File: src/hdl/tica_pkg.sv
// ----------------------------------------------------------------------------
// tica_pkg
// Types, codes and type-table functions for the typed integer constant ALU.
// ----------------------------------------------------------------------------
`default_nettype none

package tica_pkg;

  localparam logic [1:0] KIND_BIN  = 2'd0;
  localparam logic [1:0] KIND_UN   = 2'd1;
  localparam logic [1:0] KIND_CONV = 2'd2;

  localparam logic [3:0] OP_MUL = 4'd0;
  localparam logic [3:0] OP_DIV = 4'd1;
  localparam logic [3:0] OP_MOD = 4'd2;
  localparam logic [3:0] OP_ADD = 4'd3;
  localparam logic [3:0] OP_SUB = 4'd4;
  localparam logic [3:0] OP_AND = 4'd5;
  localparam logic [3:0] OP_XOR = 4'd6;
  localparam logic [3:0] OP_OR  = 4'd7;
  localparam logic [3:0] OP_LT  = 4'd8;
  localparam logic [3:0] OP_GT  = 4'd9;
  localparam logic [3:0] OP_LE  = 4'd10;
  localparam logic [3:0] OP_GE  = 4'd11;
  localparam logic [3:0] OP_EQ  = 4'd12;
  localparam logic [3:0] OP_NE  = 4'd13;
  localparam logic [3:0] OP_SHL = 4'd14;
  localparam logic [3:0] OP_SHR = 4'd15;

  localparam logic [3:0] UOP_PLUS  = 4'd0;
  localparam logic [3:0] UOP_NEG   = 4'd1;
  localparam logic [3:0] UOP_COMPL = 4'd2;
  localparam logic [3:0] UOP_LNOT  = 4'd3;

  localparam logic [2:0] ERR_NONE  = 3'd0;
  localparam logic [2:0] ERR_DIVZ  = 3'd1;
  localparam logic [2:0] ERR_SHNEG = 3'd2;
  localparam logic [2:0] ERR_SHBIG = 3'd3;
  localparam logic [2:0] ERR_UNSUP = 3'd4;

  localparam logic [4:0] T_BOOL  = 5'd0;
  localparam logic [4:0] T_INT   = 5'd9;
  localparam logic [4:0] T_UINT  = 5'd10;
  localparam logic [4:0] T_LONG  = 5'd11;
  localparam logic [4:0] T_ULONG = 5'd12;
  localparam logic [4:0] T_LL    = 5'd13;
  localparam logic [4:0] T_ULL   = 5'd14;
  localparam logic [4:0] T_I128  = 5'd15;
  localparam logic [4:0] T_U128  = 5'd16;
  localparam logic [4:0] T_LAST  = 5'd16;

  localparam int MUL_STEPS = 10;
  localparam int DIV_STEPS = 128;
  localparam int MUL_LIMB_A [MUL_STEPS] = '{0, 0, 1, 0, 1, 2, 0, 1, 2, 3};
  localparam int MUL_LIMB_B [MUL_STEPS] = '{0, 1, 0, 2, 1, 0, 3, 2, 1, 0};

  typedef enum logic [1:0] {
    SEL_ACC,
    SEL_QUO,
    SEL_REM
  } sel_e;

  typedef struct packed {
    logic [4:0] rtype;
    logic [2:0] err;
    sel_e       sel;
    logic       mul;
    logic       neg_q;
    logic       neg_r;
  } ctl_t;

  typedef struct packed {
    ctl_t         ctl;
    logic [127:0] opa;
    logic [127:0] opb;
    logic [127:0] acc;
    logic [127:0] rem;
  } lane_t;

  function automatic logic [7:0] type_wid(logic [4:0] t);
    logic [7:0] w;
    w = 8'd128;
    if (t inside {[5'd0:5'd3]}) w = 8'd8;
    else if (t inside {[5'd4:5'd6]}) w = 8'd16;
    else if (t inside {[5'd7:5'd10]}) w = 8'd32;
    else if (t inside {[5'd11:5'd14]}) w = 8'd64;
    return w;
  endfunction

  function automatic logic type_sgn(logic [4:0] t);
    return t inside {5'd1, 5'd2, 5'd4, 5'd7, 5'd9, 5'd11, 5'd13, 5'd15};
  endfunction

  function automatic logic [4:0] type_prom(logic [4:0] t);
    logic [4:0] p;
    p = t;
    if (t inside {[5'd0:5'd7], T_INT}) p = T_INT;
    else if (t inside {5'd8, T_UINT}) p = T_UINT;
    return p;
  endfunction

  function automatic logic [2:0] type_rank(logic [4:0] t);
    logic [2:0] r;
    r = 3'd1;
    if (t inside {T_LONG, T_ULONG}) r = 3'd2;
    else if (t inside {T_LL, T_ULL}) r = 3'd3;
    else if (t inside {T_I128, T_U128}) r = 3'd4;
    return r;
  endfunction

  function automatic logic [4:0] signed_of(logic [2:0] r);
    logic [4:0] t;
    case (r)
      3'd2:    t = T_LONG;
      3'd3:    t = T_LL;
      3'd4:    t = T_I128;
      default: t = T_INT;
    endcase
    return t;
  endfunction

  function automatic logic [4:0] unsigned_of(logic [2:0] r);
    logic [4:0] t;
    case (r)
      3'd2:    t = T_ULONG;
      3'd3:    t = T_ULL;
      3'd4:    t = T_U128;
      default: t = T_UINT;
    endcase
    return t;
  endfunction

  function automatic logic [4:0] common_type(logic [4:0] a, logic [4:0] b);
    logic       as;
    logic       bs;
    logic [2:0] ar;
    logic [2:0] br;
    logic [2:0] sr;
    logic [2:0] ur;
    logic [4:0] c;
    as = type_sgn(a);
    bs = type_sgn(b);
    ar = type_rank(a);
    br = type_rank(b);
    sr = as ? ar : br;
    ur = as ? br : ar;
    if (a == b) begin
      c = a;
    end else if (as == bs) begin
      c = as ? signed_of((ar >= br) ? ar : br) : unsigned_of((ar >= br) ? ar : br);
    end else if (ur >= sr) begin
      c = unsigned_of(ur);
    end else if (type_wid(signed_of(sr)) > type_wid(unsigned_of(ur))) begin
      c = signed_of(sr);
    end else begin
      c = unsigned_of(sr);
    end
    return c;
  endfunction

  function automatic logic [127:0] norm_val(logic [4:0] t, logic [127:0] v);
    logic         s;
    logic [127:0] r;
    s = type_sgn(t);
    case (type_wid(t))
      8'd8:    r = s ? {{120{v[7]}}, v[7:0]} : {120'd0, v[7:0]};
      8'd16:   r = s ? {{112{v[15]}}, v[15:0]} : {112'd0, v[15:0]};
      8'd32:   r = s ? {{96{v[31]}}, v[31:0]} : {96'd0, v[31:0]};
      8'd64:   r = s ? {{64{v[63]}}, v[63:0]} : {64'd0, v[63:0]};
      default: r = v;
    endcase
    if (t == T_BOOL) r = {127'd0, |v};
    return r;
  endfunction

  function automatic logic [127:0] read_op(logic [4:0] t, logic [63:0] lo, logic [63:0] hi);
    return norm_val(t, (type_wid(t) <= 8'd64) ? {64'd0, lo} : {hi, lo});
  endfunction

endpackage

`default_nettype wire

File: src/hdl/tica_mul_cell.sv
// ----------------------------------------------------------------------------
// tica_mul_cell
// One multiply cell: adds one 32x32 limb product into the running product of a multiply lane.
// ----------------------------------------------------------------------------
`default_nettype none

module tica_mul_cell #(
  parameter int LimbA = 0,
  parameter int LimbB = 0
) (
  input  wire logic           clk_i,
  input  wire logic           rst_ni,
  input  wire logic           en_i,
  input  wire logic           valid_i,
  input  tica_pkg::lane_t     lane_i,
  output logic                valid_o,
  output tica_pkg::lane_t     lane_o
);
  import tica_pkg::*;

  localparam int Shift = 32 * (LimbA + LimbB);

  logic [63:0] prod;
  lane_t       lane_d;

  always_comb begin
    prod   = lane_i.opa[32*LimbA +: 32] * lane_i.opb[32*LimbB +: 32];
    lane_d = lane_i;
    if (lane_i.ctl.mul) lane_d.acc = lane_i.acc + ({64'd0, prod} << Shift);
  end

  always_ff @(posedge clk_i or negedge rst_ni) begin
    if (!rst_ni) begin
      valid_o <= 1'b0;
    end else if (en_i) begin
      valid_o <= valid_i;
    end
  end

  always_ff @(posedge clk_i) begin
    if (en_i) begin
      lane_o <= lane_d;
    end
  end

endmodule

`default_nettype wire

File: config.mk
export PLATFORM = sky130hd
export DESIGN_NAME = tica_mul_cell
export DESIGN_NICKNAME = d
export VERILOG_FILES = /design/src/hdl/tica_pkg.sv /design/src/hdl/tica_mul_cell.sv
export SDC_FILE = /design/constraint.sdc
export NUM_CORES = 2
export LEC_CHECK = 0
export BUFFER_PORTS_ARGS = -buffer_cell sky130_fd_sc_hd__buf_2
export CAP_MARGIN = 20
export CORE_AREA = 2 2 411 413
export DETAILED_ROUTE_END_ITERATION = 7
export DIE_AREA = 0 0 413 415
export GPL_ROUTABILITY_DRIVEN = 0
export SLEW_MARGIN = 25
export SYNTH_ARGS = -nofsm -noshare
export SYNTH_HDL_FRONTEND = slang
export SYNTH_SLANG_ARGS = --single-unit
File: constraint.sdc
create_clock -name clk_i -period 1 [get_ports clk_i]
set_input_delay 0.15 -clock clk_i [delete_from_list [all_inputs] [get_ports clk_i]]
set_output_delay 0.15 -clock clk_i [all_outputs]
set_load 0.005 [all_outputs]
==> reports/qor.txt <==
Worst Hold Margin - 0.0303 ns
Category of the worst setup path launch point - input port
Share of the yosys chip area belonging to registers - 29.5%
Worst Max-Slew Pin Slew - 0.740 ns
Initial Utilization - 32.1%
Routed vias - 48800
Total instance count after detailed placement - 8736
Number of fillers in the final layout - 15100
Clock tree from TritonCTS - done
Flip-flop and latch count after synthesis - 526
Final HPWL DP - 235000 µm
Clock slew at the register clock pins of the worst setup and hold paths - 0.06 ns
Num Clock Sinks - 526
Synthesized net count - 6661
Post-route setup slack - -6.26 ns
Number of global-route vias before repair - 49800
Post-synthesis async set-or-reset flop share - 0.190%
Fmax - 138 MHz
Max-slew headroom at the worst pin - 50.7%
Final net count - 8953
EDFF count, synth - 525
Core outline area - 0.167 mm²
Synthesized area per cell - 10.9 µm²
Post-synthesis cell area - 0.0534 mm²
Max-cap viol count - 0
Period Utilization, post-route - 726%
DRT met1 WL - 102000 µm
Drt initial violations - 4786
Hold Crit Class - input port to register
Placed standard-cell area - 0.0688 mm²
Setup repair after global routing missed its margin - true
Synth Instances - 4911
Worst-path fanout max - 6
Number of stages on the worst hold path - 3
Insertion delay of the later-clocked pin in the worst-skew pair - 0.69 ns
Count of warnings emitted by yosys - 0
Layout-stage area growth over the synthesis result - 52.7%
Kind of end point of the critical path - register
Total I/O pin count - 1055
Average detailed-routed wire length per instance - 30.9 µm
Kind of critical path - input port to register
CTS H-Tree Depth - 3
Number of non-filler instances in the completed layout - 9694
Wirelength, routed - 299000 µm
Inserted Clock Buffers - 66
Antenna-violating nets left - 0
Bufs on Longest Clock Path - 3
DRC violation count after routing - 155
Routed length on met3 - 39600 µm
Combined global-route utilization of all metal layers - 34.8%
WP data arrival - 7.76 ns
Full die area - 0.171 mm²
Count of input and output buffers - 1054
Final worst clock skew - 0 ns
Routed length on met2 - 126000 µm
Main synth FF type - sky130_fd_sc_hd__edfxtp_1
Layout cells sized above 1 - 36.2%
Reg2reg path depth - 1
Violated checks - DRC, setup timing
Shortest clock period the worst path allows after layout - 7.26 ns
Number of endpoints failing setup at the final stage - 920
Number of antenna violations at the first check in global routing - 130
Wire length of the first global-routing pass - 401000 µm
Die width - 413 µm
Final instance area - 0.0816 mm²
Clock Tree Root - sky130_fd_sc_hd__clkbuf_16
Maximum number of pins on one net before global-route repair - 64
Die height - 415 µm
Status - finished, violations left
Required time of the worst setup path - 1.50 ns
Number of iterations in the first detailed-routing pass - 8
Overflow left after global routing - 0
Vias/cell - 5.04
Pins Over Slew Limit - 0
Distinct cell type count of the synthesized netlist - 70
Endpoints failing hold - 0
Highest metal layer with signal wires - met5
Site Rows - 150
metal layers:
metal | vias to the layer above | track usage, %
li1 | 19800 | -
met1 | 25100 | 37.0
met2 | 2943 | 48.6
met3 | 872 | 20.8
met4 | 54 | 28.8
met5 | - | 5.00
cell type report:
class	count	area, µm²	share of cell area [%]
Tap cell	2204	2760	3.38
Sequential cell	526	15800	19.3
Clock inverter	46	478	0.586
Antenna cell	236	591	0.723
Inverter	1064	4000	4.90
Multi-Input combinational cell	3077	36100	44.2
Timing Repair Buffer	2468	20200	24.7
Clock buffer	73	1720	2.11
path summary, 6_finish.rpt:
kind	startpoint	slack [ns]	to
max reg2reg	valid_o	0.25	valid_o
min in group asynchronous	rst_ni	0.30	valid_o
max in group asynchronous	rst_ni	0.58	valid_o
min reg2reg	valid_o	0.52	valid_o
max	lane_i[402]	-6.26	lane_o[252]
min	lane_i[159]	0.03	lane_o[159]
stage by stage:
| step | worst slack [ns] | TNS (ns) | util, % |
|---|---|---|---|
| after global routing | -6.50 | -991.42 | 48.9 |
| after global placement | -7.32 | -868.85 | 41.3 |
| after CTS | -6.19 | -954.08 | 47.8 |
| after detailed placement | -7.37 | -876.99 | 41.3 |
| after floorplan | -6.02 | -683.46 | - |
| final | -6.26 | -959.78 | 49.0 |
cells in the mapped netlist (30+ instances only):
master | n | area (µm²)
sky130_fd_sc_hd__clkbuf_1 | 222 | 833
sky130_fd_sc_hd__nand3_1 | 61 | 305
sky130_fd_sc_hd__nand4_1 | 56 | 350
sky130_fd_sc_hd__ha_1 | 259 | 3240
sky130_fd_sc_hd__fa_1 | 962 | 19300
sky130_fd_sc_hd__nand2_1 | 671 | 2520
sky130_fd_sc_hd__a21o_1 | 37 | 278
sky130_fd_sc_hd__xnor2_1 | 87 | 762
sky130_fd_sc_hd__o21ai_0 | 67 | 335
sky130_fd_sc_hd__inv_1 | 1064 | 3990
sky130_fd_sc_hd__xor2_1 | 30 | 263
sky130_fd_sc_hd__and2_1 | 491 | 3070
sky130_fd_sc_hd__a21oi_1 | 93 | 465
sky130_fd_sc_hd__edfxtp_1 | 525 | 15800
sky130_fd_sc_hd__nor2_1 | 59 | 221
critical path, stage by stage:
cell and delay [ns]:
sky130_fd_sc_hd__buf_16 0.13, sky130_fd_sc_hd__buf_6 0.12, sky130_fd_sc_hd__buf_6 0.11, sky130_fd_sc_hd__and2_4 0.13, sky130_fd_sc_hd__fa_1 0.50, sky130_fd_sc_hd__inv_1 0.05
sky130_fd_sc_hd__fa_1 0.47, sky130_fd_sc_hd__inv_1 0.05, sky130_fd_sc_hd__fa_1 0.49, sky130_fd_sc_hd__inv_2 0.05, sky130_fd_sc_hd__fa_1 0.54, sky130_fd_sc_hd__inv_2 0.04
sky130_fd_sc_hd__fa_1 0.55, sky130_fd_sc_hd__fa_2 0.44, sky130_fd_sc_hd__fa_2 0.62, sky130_fd_sc_hd__fa_2 0.49, sky130_fd_sc_hd__ha_4 0.32, sky130_fd_sc_hd__nand4_1 0.26
sky130_fd_sc_hd__nor3_4 0.26, sky130_fd_sc_hd__o211a_4 0.25, sky130_fd_sc_hd__o21a_4 0.18, sky130_fd_sc_hd__o211ai_1 0.14, sky130_fd_sc_hd__o21ba_4 0.24, sky130_fd_sc_hd__o31a_1 0.34
sky130_fd_sc_hd__buf_12 0.16, sky130_fd_sc_hd__buf_6 0.11, sky130_fd_sc_hd__nand4b_1 0.21, sky130_fd_sc_hd__xnor2_2 0.32
layout by cell type (no fill, tap or decap), types with 48 or more instances in the layout:
master and instances:
sky130_fd_sc_hd__fa_1 914, sky130_fd_sc_hd__ha_1 211, sky130_fd_sc_hd__buf_2 897, sky130_fd_sc_hd__dlygate4sd3_1 486, sky130_fd_sc_hd__and2_1 431, sky130_fd_sc_hd__inv_1 1005, sky130_fd_sc_hd__a21oi_1 52, sky130_fd_sc_hd__clkbuf_16 68
sky130_fd_sc_hd__buf_4 690, sky130_fd_sc_hd__buf_12 121, sky130_fd_sc_hd__edfxtp_1 525, sky130_fd_sc_hd__inv_2 58, sky130_fd_sc_hd__and2_4 60, sky130_fd_sc_hd__buf_6 243, sky130_fd_sc_hd__diode_2 236, sky130_fd_sc_hd__nand2_1 612
sky130_fd_sc_hd__fa_2 48, sky130_fd_sc_hd__nor2_1 52, sky130_fd_sc_hd__nand4_1 56
state kept, by name (all words and copies together), names as in the netlist:
signal,flops
lane_o,525
valid_o,1
cells by family (layout without fill, tap and decap cells):
family / after synthesis / in the layout / synth area share, %
xor+xnor: 118 / 118 / 1.95
other cells: 0 / 236 / 0
flops: 526 / 526 / 29.5
simple gates: 1424 / 1424 / 13.2
fa+ha+maj: 1221 / 1221 / 42.1
mux: 36 / 36 / 0.733
buf+inv: 1308 / 3651 / 9.24
compound gates: 278 / 278 / 3.25
timing repair:
| item | in CTS | in global routing |
|---|---|---|
| endpoints found under the hold margin | 508 | 5 |
| gates resized for setup | 710 | 266 |
| cloned | 2 | 0 |
| setup buffers | 89 | 68 |
| setup endpoints to repair | 654 | 869 |
| pin swaps | 200 | 228 |
| hold buffers | 481 | 5 |
Power is left out: the tool's default activity adds up to more than one toggle a clock period on the data nets, which glitch-free logic cannot reach.
