--- config.mk ---
export PLATFORM = sky130hd
export DESIGN_NAME = tica_back
export DESIGN_NICKNAME = d
export VERILOG_FILES = /design/src/hdl/tica_pkg.sv /design/src/hdl/tica_back.sv
export SDC_FILE = /design/constraint.sdc
export NUM_CORES = 1
export LEC_CHECK = 0
export BUFFER_PORTS_ARGS = -buffer_cell sky130_fd_sc_hd__buf_2
export CAP_MARGIN = 10
export CORE_AREA = 5 5 258 260
export CTS_CLUSTER_DIAMETER = 80
export DETAILED_ROUTE_END_ITERATION = 10
export DIE_AREA = 0 0 263 265
export SYNTH_ARGS = -nofsm -noshare
export SYNTH_HDL_FRONTEND = slang
export SYNTH_SLANG_ARGS = --single-unit
--- constraint.sdc ---
create_clock -name clk_i -period 1.2 [get_ports clk_i]
set_input_delay 0.12 -clock clk_i [delete_from_list [all_inputs] [get_ports clk_i]]
set_output_delay 0.12 -clock clk_i [all_outputs]
set_load 0.005 [all_outputs]
--- src/hdl/tica_pkg.sv ---
// ----------------------------------------------------------------------------
// tica_pkg
// Types, codes and type-table functions for the typed integer constant ALU.
// ----------------------------------------------------------------------------
`default_nettype none

package tica_pkg;

  localparam logic [1:0] KIND_BIN  = 2'd0;
  localparam logic [1:0] KIND_UN   = 2'd1;
  localparam logic [1:0] KIND_CONV = 2'd2;

  localparam logic [3:0] OP_MUL = 4'd0;
  localparam logic [3:0] OP_DIV = 4'd1;
  localparam logic [3:0] OP_MOD = 4'd2;
  localparam logic [3:0] OP_ADD = 4'd3;
  localparam logic [3:0] OP_SUB = 4'd4;
  localparam logic [3:0] OP_AND = 4'd5;
  localparam logic [3:0] OP_XOR = 4'd6;
  localparam logic [3:0] OP_OR  = 4'd7;
  localparam logic [3:0] OP_LT  = 4'd8;
  localparam logic [3:0] OP_GT  = 4'd9;
  localparam logic [3:0] OP_LE  = 4'd10;
  localparam logic [3:0] OP_GE  = 4'd11;
  localparam logic [3:0] OP_EQ  = 4'd12;
  localparam logic [3:0] OP_NE  = 4'd13;
  localparam logic [3:0] OP_SHL = 4'd14;
  localparam logic [3:0] OP_SHR = 4'd15;

  localparam logic [3:0] UOP_PLUS  = 4'd0;
  localparam logic [3:0] UOP_NEG   = 4'd1;
  localparam logic [3:0] UOP_COMPL = 4'd2;
  localparam logic [3:0] UOP_LNOT  = 4'd3;

  localparam logic [2:0] ERR_NONE  = 3'd0;
  localparam logic [2:0] ERR_DIVZ  = 3'd1;
  localparam logic [2:0] ERR_SHNEG = 3'd2;
  localparam logic [2:0] ERR_SHBIG = 3'd3;
  localparam logic [2:0] ERR_UNSUP = 3'd4;

  localparam logic [4:0] T_BOOL  = 5'd0;
  localparam logic [4:0] T_INT   = 5'd9;
  localparam logic [4:0] T_UINT  = 5'd10;
  localparam logic [4:0] T_LONG  = 5'd11;
  localparam logic [4:0] T_ULONG = 5'd12;
  localparam logic [4:0] T_LL    = 5'd13;
  localparam logic [4:0] T_ULL   = 5'd14;
  localparam logic [4:0] T_I128  = 5'd15;
  localparam logic [4:0] T_U128  = 5'd16;
  localparam logic [4:0] T_LAST  = 5'd16;

  localparam int MUL_STEPS = 10;
  localparam int DIV_STEPS = 128;
  localparam int MUL_LIMB_A [MUL_STEPS] = '{0, 0, 1, 0, 1, 2, 0, 1, 2, 3};
  localparam int MUL_LIMB_B [MUL_STEPS] = '{0, 1, 0, 2, 1, 0, 3, 2, 1, 0};

  typedef enum logic [1:0] {
    SEL_ACC,
    SEL_QUO,
    SEL_REM
  } sel_e;

  typedef struct packed {
    logic [4:0] rtype;
    logic [2:0] err;
    sel_e       sel;
    logic       mul;
    logic       neg_q;
    logic       neg_r;
  } ctl_t;

  typedef struct packed {
    ctl_t         ctl;
    logic [127:0] opa;
    logic [127:0] opb;
    logic [127:0] acc;
    logic [127:0] rem;
  } lane_t;

  function automatic logic [7:0] type_wid(logic [4:0] t);
    logic [7:0] w;
    w = 8'd128;
    if (t inside {[5'd0:5'd3]}) w = 8'd8;
    else if (t inside {[5'd4:5'd6]}) w = 8'd16;
    else if (t inside {[5'd7:5'd10]}) w = 8'd32;
    else if (t inside {[5'd11:5'd14]}) w = 8'd64;
    return w;
  endfunction

  function automatic logic type_sgn(logic [4:0] t);
    return t inside {5'd1, 5'd2, 5'd4, 5'd7, 5'd9, 5'd11, 5'd13, 5'd15};
  endfunction

  function automatic logic [4:0] type_prom(logic [4:0] t);
    logic [4:0] p;
    p = t;
    if (t inside {[5'd0:5'd7], T_INT}) p = T_INT;
    else if (t inside {5'd8, T_UINT}) p = T_UINT;
    return p;
  endfunction

  function automatic logic [2:0] type_rank(logic [4:0] t);
    logic [2:0] r;
    r = 3'd1;
    if (t inside {T_LONG, T_ULONG}) r = 3'd2;
    else if (t inside {T_LL, T_ULL}) r = 3'd3;
    else if (t inside {T_I128, T_U128}) r = 3'd4;
    return r;
  endfunction

  function automatic logic [4:0] signed_of(logic [2:0] r);
    logic [4:0] t;
    case (r)
      3'd2:    t = T_LONG;
      3'd3:    t = T_LL;
      3'd4:    t = T_I128;
      default: t = T_INT;
    endcase
    return t;
  endfunction

  function automatic logic [4:0] unsigned_of(logic [2:0] r);
    logic [4:0] t;
    case (r)
      3'd2:    t = T_ULONG;
      3'd3:    t = T_ULL;
      3'd4:    t = T_U128;
      default: t = T_UINT;
    endcase
    return t;
  endfunction

  function automatic logic [4:0] common_type(logic [4:0] a, logic [4:0] b);
    logic       as;
    logic       bs;
    logic [2:0] ar;
    logic [2:0] br;
    logic [2:0] sr;
    logic [2:0] ur;
    logic [4:0] c;
    as = type_sgn(a);
    bs = type_sgn(b);
    ar = type_rank(a);
    br = type_rank(b);
    sr = as ? ar : br;
    ur = as ? br : ar;
    if (a == b) begin
      c = a;
    end else if (as == bs) begin
      c = as ? signed_of((ar >= br) ? ar : br) : unsigned_of((ar >= br) ? ar : br);
    end else if (ur >= sr) begin
      c = unsigned_of(ur);
    end else if (type_wid(signed_of(sr)) > type_wid(unsigned_of(ur))) begin
      c = signed_of(sr);
    end else begin
      c = unsigned_of(sr);
    end
    return c;
  endfunction

  function automatic logic [127:0] norm_val(logic [4:0] t, logic [127:0] v);
    logic         s;
    logic [127:0] r;
    s = type_sgn(t);
    case (type_wid(t))
      8'd8:    r = s ? {{120{v[7]}}, v[7:0]} : {120'd0, v[7:0]};
      8'd16:   r = s ? {{112{v[15]}}, v[15:0]} : {112'd0, v[15:0]};
      8'd32:   r = s ? {{96{v[31]}}, v[31:0]} : {96'd0, v[31:0]};
      8'd64:   r = s ? {{64{v[63]}}, v[63:0]} : {64'd0, v[63:0]};
      default: r = v;
    endcase
    if (t == T_BOOL) r = {127'd0, |v};
    return r;
  endfunction

  function automatic logic [127:0] read_op(logic [4:0] t, logic [63:0] lo, logic [63:0] hi);
    return norm_val(t, (type_wid(t) <= 8'd64) ? {64'd0, lo} : {hi, lo});
  endfunction

endpackage

`default_nettype wire

--- src/hdl/tica_back.sv ---
// ----------------------------------------------------------------------------
// tica_back
// Result select, sign fixup, normalization to the result type, zeroing of
// error results, and the output register.
// ----------------------------------------------------------------------------
`default_nettype none

module tica_back (
  input  wire logic           clk_i,
  input  wire logic           rst_ni,
  input  wire logic           en_i,
  input  wire logic           valid_i,
  input  tica_pkg::lane_t     lane_i,
  output logic                valid_o,
  output logic [4:0]          result_type_o,
  output logic [63:0]         result_lo_o,
  output logic [63:0]         result_hi_o,
  output logic [2:0]          error_o
);
  import tica_pkg::*;

  logic [127:0] raw;
  logic [127:0] val;
  logic [4:0]   typ;

  always_comb begin
    case (lane_i.ctl.sel)
      SEL_QUO: raw = lane_i.ctl.neg_q ? -lane_i.opa : lane_i.opa;
      SEL_REM: raw = lane_i.ctl.neg_r ? -lane_i.rem : lane_i.rem;
      default: raw = lane_i.acc;
    endcase
    typ = lane_i.ctl.rtype;
    val = norm_val(typ, raw);
    if (lane_i.ctl.err != ERR_NONE) begin
      typ = T_BOOL;
      val = '0;
    end
  end

  always_ff @(posedge clk_i or negedge rst_ni) begin
    if (!rst_ni) begin
      valid_o <= 1'b0;
    end else if (en_i) begin
      valid_o <= valid_i;
    end
  end

  always_ff @(posedge clk_i) begin
    if (en_i) begin
      result_type_o <= typ;
      result_lo_o   <= val[63:0];
      result_hi_o   <= (type_wid(typ) > 8'd64) ? val[127:64] : 64'd0;
      error_o       <= lane_i.ctl.err;
    end
  end

endmodule

`default_nettype wire

==> results of run 1 <==
cell families (layout without fill, tap and decap cells):
| group | count (synthesis) | after routing | synth area share |
|---|---|---|---|
| other | 0 | 7 | 0 |
| flip-flops | 137 | 137 | 0.2460 |
| XOR/XNOR | 166 | 166 | 0.08704 |
| adder cells (fa/ha/maj) | 4 | 4 | 0.002996 |
| AND/OR/NAND/NOR | 1079 | 1080 | 0.3532 |
| multiplexers | 40 | 40 | 0.02449 |
| AO/OA/AOI/OAI | 584 | 584 | 0.2429 |
| buffers and inverters | 191 | 1788 | 0.04337 |
path summary, 6_finish.rpt:
check                            startpoint        endpoint  depth (start not counted)
max in group asynchronous            rst_ni         valid_o                          3
worst max register to register      valid_o         valid_o                          1
min in group asynchronous            rst_ni         valid_o                          3
worst min register to register      valid_o         valid_o                          1
worst max-delay path            lane_i[453]  result_lo_o[0]                         14
worst min-delay path                   en_i  result_lo_o[5]                          1
critical path: cells and delay by family:
kind / cells / cell delay [ps]
xor gates and xnor gates: 1 / 250
buffers and inverters: 3 / 480
AOI/OAI and AO/OA: 3 / 800
and+or+nand+nor: 7 / 2250
cell type report:
class | instances | area [sq um]
fill | 6189 | 31020
multi-input combinational | 1874 | 14480
timing repair buffer | 1730 | 12480
sequential | 137 | 4109
tap | 855 | 1070
clock buffer | 17 | 425.4
clock inverter | 15 | 156.4
inverter | 26 | 126.4
antenna | 7 | 17.52
through the flow:
step           setup WS [ps]  total power [mW]
2_1_floorplan          -2380             8.976
3_3_place_gp           -3431             15.36
3_5_place_dp           -3351             15.34
4_1_cts                -2371             21.33
5_1_grt                -2530             22.63
6_report               -2484             22.07
Yosys cell counts, types with 61 or more instances:
| library cell | count | area [sq um] |
|---|---|---|
| nor3_1 | 125 | 625.6 |
| edfxtp_1 | 136 | 4084 |
| nand4_1 | 78 | 488.0 |
| xnor2_1 | 68 | 595.6 |
| a21oi_1 | 146 | 730.7 |
| o21ai_0 | 89 | 445.4 |
| nand3_1 | 61 | 305.3 |
| nor2_1 | 159 | 596.8 |
| clkbuf_1 | 138 | 518.0 |
| nand2_1 | 216 | 810.8 |
| xor2_1 | 98 | 858.3 |
| or3_1 | 65 | 406.6 |
| nor4_1 | 118 | 738.2 |
state kept, by name, summed over array words and instances (netlist names):
name	flops
result_lo_o	64
result_hi_o	64
result_type_o	5
error_o	3
valid_o	1
power breakdown:
part | switching [mW] | total (mW) | internal, mW
clock | 2.42 | 5.36 | 2.94
sequential | 0.0780 | 5.66 | 5.58
combinational | 6.24 | 11.1 | 4.82
layer usage:
layer / part of all wire / GRT usage
met5: 0.00079 / 0
met4: 0.043 / 0.1307
met3: 0.12 / 0.1224
met2: 0.42 / 0.5484
met1: 0.42 / 0.5161
what timing repair did:
action                                  4_1_cts  5_1_grt
hold buffers                                  6        0
gates resized for setup                     229      163
endpoints found under the setup margin      128      128
setup buffers                                53       34
endpoints found under the hold margin         5        0
gates cloned                                  7        2
pin swaps                                    65       75
==> metrics.md, run 1 <==
| Metric | Value |
|---|---|
| PortBufs | 536 |
| Setup TNS | -227830 ps |
| Max stage delay cell, worst path | or4_1 |
| Clock Latency Late Sink | 450 ps |
| Netlist Area Pre-Place | 0.01670 sq mm |
| Area Growth Syn to Fin | 96.74% |
| Clk sinks | 137 |
| #FFs+latches synth | 137 |
| Post-route antenna net violation count | 0 |
| Post-synth cell types | 83 |
| Final nets | 4319 |
| Number of global-route vias before repair | 26314 |
| First-pass GRT wire length | 191700 um |
| RSZ-0062 raised after global routing | yes |
| Capturing element type of the critical path | register |
| Die area | 0.06970 sq mm |
| Crit start category | input port |
| Fin crit share | 3.070 |
| Leak pwr | 13.60 nW |
| Max stage delay on crit path | 550 ps |
| Final core occ | 0.5144 |
| Initial DRC Count | 3454 |
| Rel. slew slack | 0.3636 |
| Placed Area | 0.02963 sq mm |
| Pwr Density | 671.6 mW/mm^2 |
| Critical Path RT | 1410 ps |
| Clk_skew | 0 ps |
| Failing checks | negative setup slack |
| CP Max Fanout | 3 |
| Num CTS Buffers | 17 |
| Top_reg_cell synth | edfxtp_1 |
| I/O pin cnt | 666 |
| Layout cell share with drive strength beyond 1 | 0.5749 |
| 1st-pass router iterations | 7 |
| Initial antenna violation count | 17 |
| Post-synthesis sequential area ratio | 0.2460 |
| Final min period | 3684 ps |
| DPL Wire Length | 117000 um |
| DIE HEIGHT | 265 um |
| Max rail drop VDD | 764.0 uV |
| Fmax | 271.4 MHz |
| Final Hold Fails | 0 |
| WL/cell | 29.70 um |
| Critical Path AT | 3900 ps |
| Final Max Tran Viols | 0 |
| Clk pin slew, worst setup/hold paths | 70 ps |
| Die Wd | 263 um |
| Fin area | 0.03286 sq mm |
| Clk root buf | clkbuf_16 |
| Max-cap violation count | 0 |
| H-tree levels | 4 |
| Crit path cell chain | buf_2, buf_4, or4_1, nor4_1, buf_4, nand4_1, o41ai_2, xor2_1, o211ai_1, nor4_1, nand4_1, nor4_2, nand3_2, o31a_1 |
| DP Cell Count | 4544 |
| R2r setup slk | 410 ps |
| Status | finished, violations left |
| Number of synthesized flops with an enable pin | 136 |
| Crit path kind | in -> reg |
| Final non-filler cell total | 4661 |
| Pin count of the biggest net entering global routing | 52 |
| Core area | 0.06388 sq mm |
| Min-delay worst type | in -> reg |
| Ys Warns | 0 |
| # DRC | 0 |
| Syn Inst Count | 2201 |
| Most frequent cells in the layout | 1091 x buf_4, 521 x buf_2, 203 x nand2_1, 151 x nor2_1, 136 x edfxtp_1 |
| Worst Hold Slack | 28.65 ps |
| Routability cong. | 1.056 |
| DR vias | 26894 |
| Final WL | 138400 um |
| Worst slew pin tran | 947.8 ps |
| Row count | 93 |
| CTS tree | done |
| Clk buf depth | 2 |
| Gr usage total | 0.3737 |
| Starting density of the core | 0.2615 |
| # setup viols final | 128 |
| Syn_nets | 2734 |
| Setup ws final | -2484 ps |
| Syn Area/Cell | 7.589 sq um |
| FFs w/ async S/R, synth | 0.007299 |
| Global route overflow | 0 |
| Drt via density | 5.770 |
| Commonest non-fill, non-tap cell in the layout | buf_4 |
Power figures use the tool's default switching activity.
==> inputs of run 2 (changes only) <==
- CORE_AREA: 5 5 258 260 -> 5 5 255 257
- DIE_AREA: 0 0 263 265 -> 0 0 260 262
==> run 2 against run 1 <==
  * Critical path type unchanged
  * Core utilization increased by 1.0 points
  * Clock-buffer cell count increased by 1
  * Via count decreased by 0.53%
  * The flow still finishes with violations (negative setup slack)
==> metrics.md, run 2 (synthesis gave the netlist of run 1 again) <==
| Metric | Value |
|---|---|
| Status | finished, violations left |
| Failing checks | negative setup slack |
| Most frequent cells in the layout | 1047 x buf_4, 519 x buf_2, 203 x nand2_1, 149 x nor2_1, 136 x edfxtp_1 |
| WL/cell | 28.78 um (-3.1%) |
| Final Hold Fails | 0 (unchanged) |
| Pin count of the biggest net entering global routing | 69 (+33%) |
| Initial antenna violation count | 17 (unchanged) |
| Clk sinks | 137 (unchanged) |
| Area Growth Syn to Fin | 96.26% |
| Num CTS Buffers | 17 (unchanged) |
| Fmax | 267.6 MHz (-1.4%) |
| Starting density of the core | 0.2672 (+0.005763) |
| Startpoint of the worst register-to-register path | valid_o |
| Clk buf depth | 2 (unchanged) |
| CP Max Fanout | 4 (+1) |
| Initial DRC Count | 3620 (+4.8%) |
| Delay-heaviest family, CP | simple AND/OR/NAND/NOR gates |
| Row count | 92 (-1.1%) |
| DPL Wire Length | 111100 um (-5.0%) |
| Worst Hold Slack | 40.84 ps (+12.19 ps) |
| PortBufs | 536 (unchanged) |
| Critical Path RT | 1400 ps (about the same) |
| Final WL | 133200 um (-3.8%) |
| First-pass GRT wire length | 182600 um (-4.8%) |
| Crit start category | input port |
| Max stage delay cell, worst path | or3_1 |
| Global route overflow | 0 (unchanged) |
| Final nets | 4296 (-0.53%) |
| 1st-pass router iterations | 8 (+1) |
| Clk_skew | 0 ps (unchanged) |
| Setup ws final | -2536 ps (-52.19 ps) |
| Die Wd | 260 um (-1.1%) |
| I/O pin cnt | 666 (unchanged) |
| Drt via density | 5.780 (+0.18%) |
| DR vias | 26752 (-0.53%) |
| DIE HEIGHT | 262 um (-1.1%) |
| Min-delay worst type | in -> reg |
| CTS tree | done |
| Max-cap violation count | 0 (unchanged) |
| Core area | 0.06250 sq mm (-2.2%) |
| Max rail drop VDD | 721.5 uV (-5.6%) |
| Hold_sp | en_i |
| # DRC | 0 (unchanged) |
| Clk root buf | clkbuf_16 |
| H-tree levels | 4 (unchanged) |
| RSZ-0062 raised after global routing | yes |
| Crit path cell chain | buf_2, or3_1, buf_4, nor4_1, nand4_1, o41ai_2, xor2_1, o211ai_1, nor4_1, buf_4, nand4_1, nor4_1, nand3_1, o31a_1 |
| Leak pwr | 13.56 nW (-0.27%) |
| Fin crit share | 3.114 (+0.04349) |
| Clk pin slew, worst setup/hold paths | 60 ps (about the same) |
| Placed Area | 0.02957 sq mm (-0.21%) |
| Most used cell, CP | nor4_1 |
| Final Max Tran Viols | 0 (unchanged) |
| Gr usage total | 0.3677 (-0.006054) |
| Capturing element type of the critical path | register |
| Clock Latency Late Sink | 450 ps (about the same) |
| Worst slew pin tran | 834.9 ps (-112.9 ps) |
| Power, Total | 21.93 mW (-0.62%) |
| Critical Path Start | lane_i[451] |
| Commonest non-fill, non-tap cell in the layout | buf_4 |
| Number of global-route vias before repair | 25495 (-3.1%) |
| Die area | 0.06812 sq mm (-2.3%) |
| Routability cong. | 1.083 (+2.6%) |
| Crit path kind | in -> reg |
| R2r setup slk | 440 ps (+30 ps) |
| Setup TNS | -214220 ps (+13620 ps) |
| # setup viols final | 126 (-1.6%) |
| Layout cell share with drive strength beyond 1 | 0.5667 (-0.008151) |
| Biggest regs | result_hi_o x64, result_lo_o x64, result_type_o x5 |
| Rel. slew slack | 0.4414 (+0.07776) |
| Fin area | 0.03278 sq mm (-0.24%) |
| Max stage delay on crit path | 480 ps (-70 ps) |
| Post-route antenna net violation count | 0 (unchanged) |
| Critical Path AT | 3940 ps (+40 ps) |
| Pwr Density | 669.1 mW/mm^2 (-0.38%) |
| WP buf/inv | 3 (unchanged) |
| Final min period | 3736 ps (+52.19 ps) |
run 2: path summary, 6_finish.rpt:
path | endpoint | cells after the start
min | result_hi_o[35] | 1
max in group asynchronous | valid_o | 3
min reg2reg | valid_o | 1
max reg2reg | valid_o | 1
min in group asynchronous | valid_o | 3
max | result_lo_o[0] | 14
run 2: through the flow:
step,util,worst slack (ps),std cells
floorplan,-,-2380,2201
global placement,0.4731,-3242,4525
detailed placement,0.4731,-3241,4525
CTS,0.5109,-2399,4612
global route,0.5245,-2595,4628
finish,0.5245,-2536,4628
run 2: what timing repair did:
action,CTS,global route
pin swaps,79,60
setup buffers,43,28
cloned,11,0
hold buffers,6,0
setup endpoints to repair,128,128
hold endpoints to repair,5,0
resized for setup,254,155
run 2: power by group:
part / switching (mW) / internal, mW
Clock: 2.34 / 3.06
Sequential: 0.0822 / 5.58
Combinational: 6.03 / 4.84
Total: 8.45 / 13.5
run 2: per-layer routing:
metal  wire length [um]  vias up  GRT usage  part of all wire
met1              54590    12824     0.5013              0.41
met4               5790       18     0.1233             0.043
met2              56070     1738     0.5483              0.42
li1                   -    11842          -                 -
met3              16650      330     0.1226              0.12
met5                106        -          0           0.00080
run 2: area by class of cell:
cell class	instances	area [sq um]
multi-input cells	1874	14380
inverters	26	131.4
clock inverters	14	147.6
repair buffers	1707	12510
fillers	5993	29720
clock buffers	18	429.2
well taps	846	1059
diodes	6	15.01
flip-flops and latches	137	4109
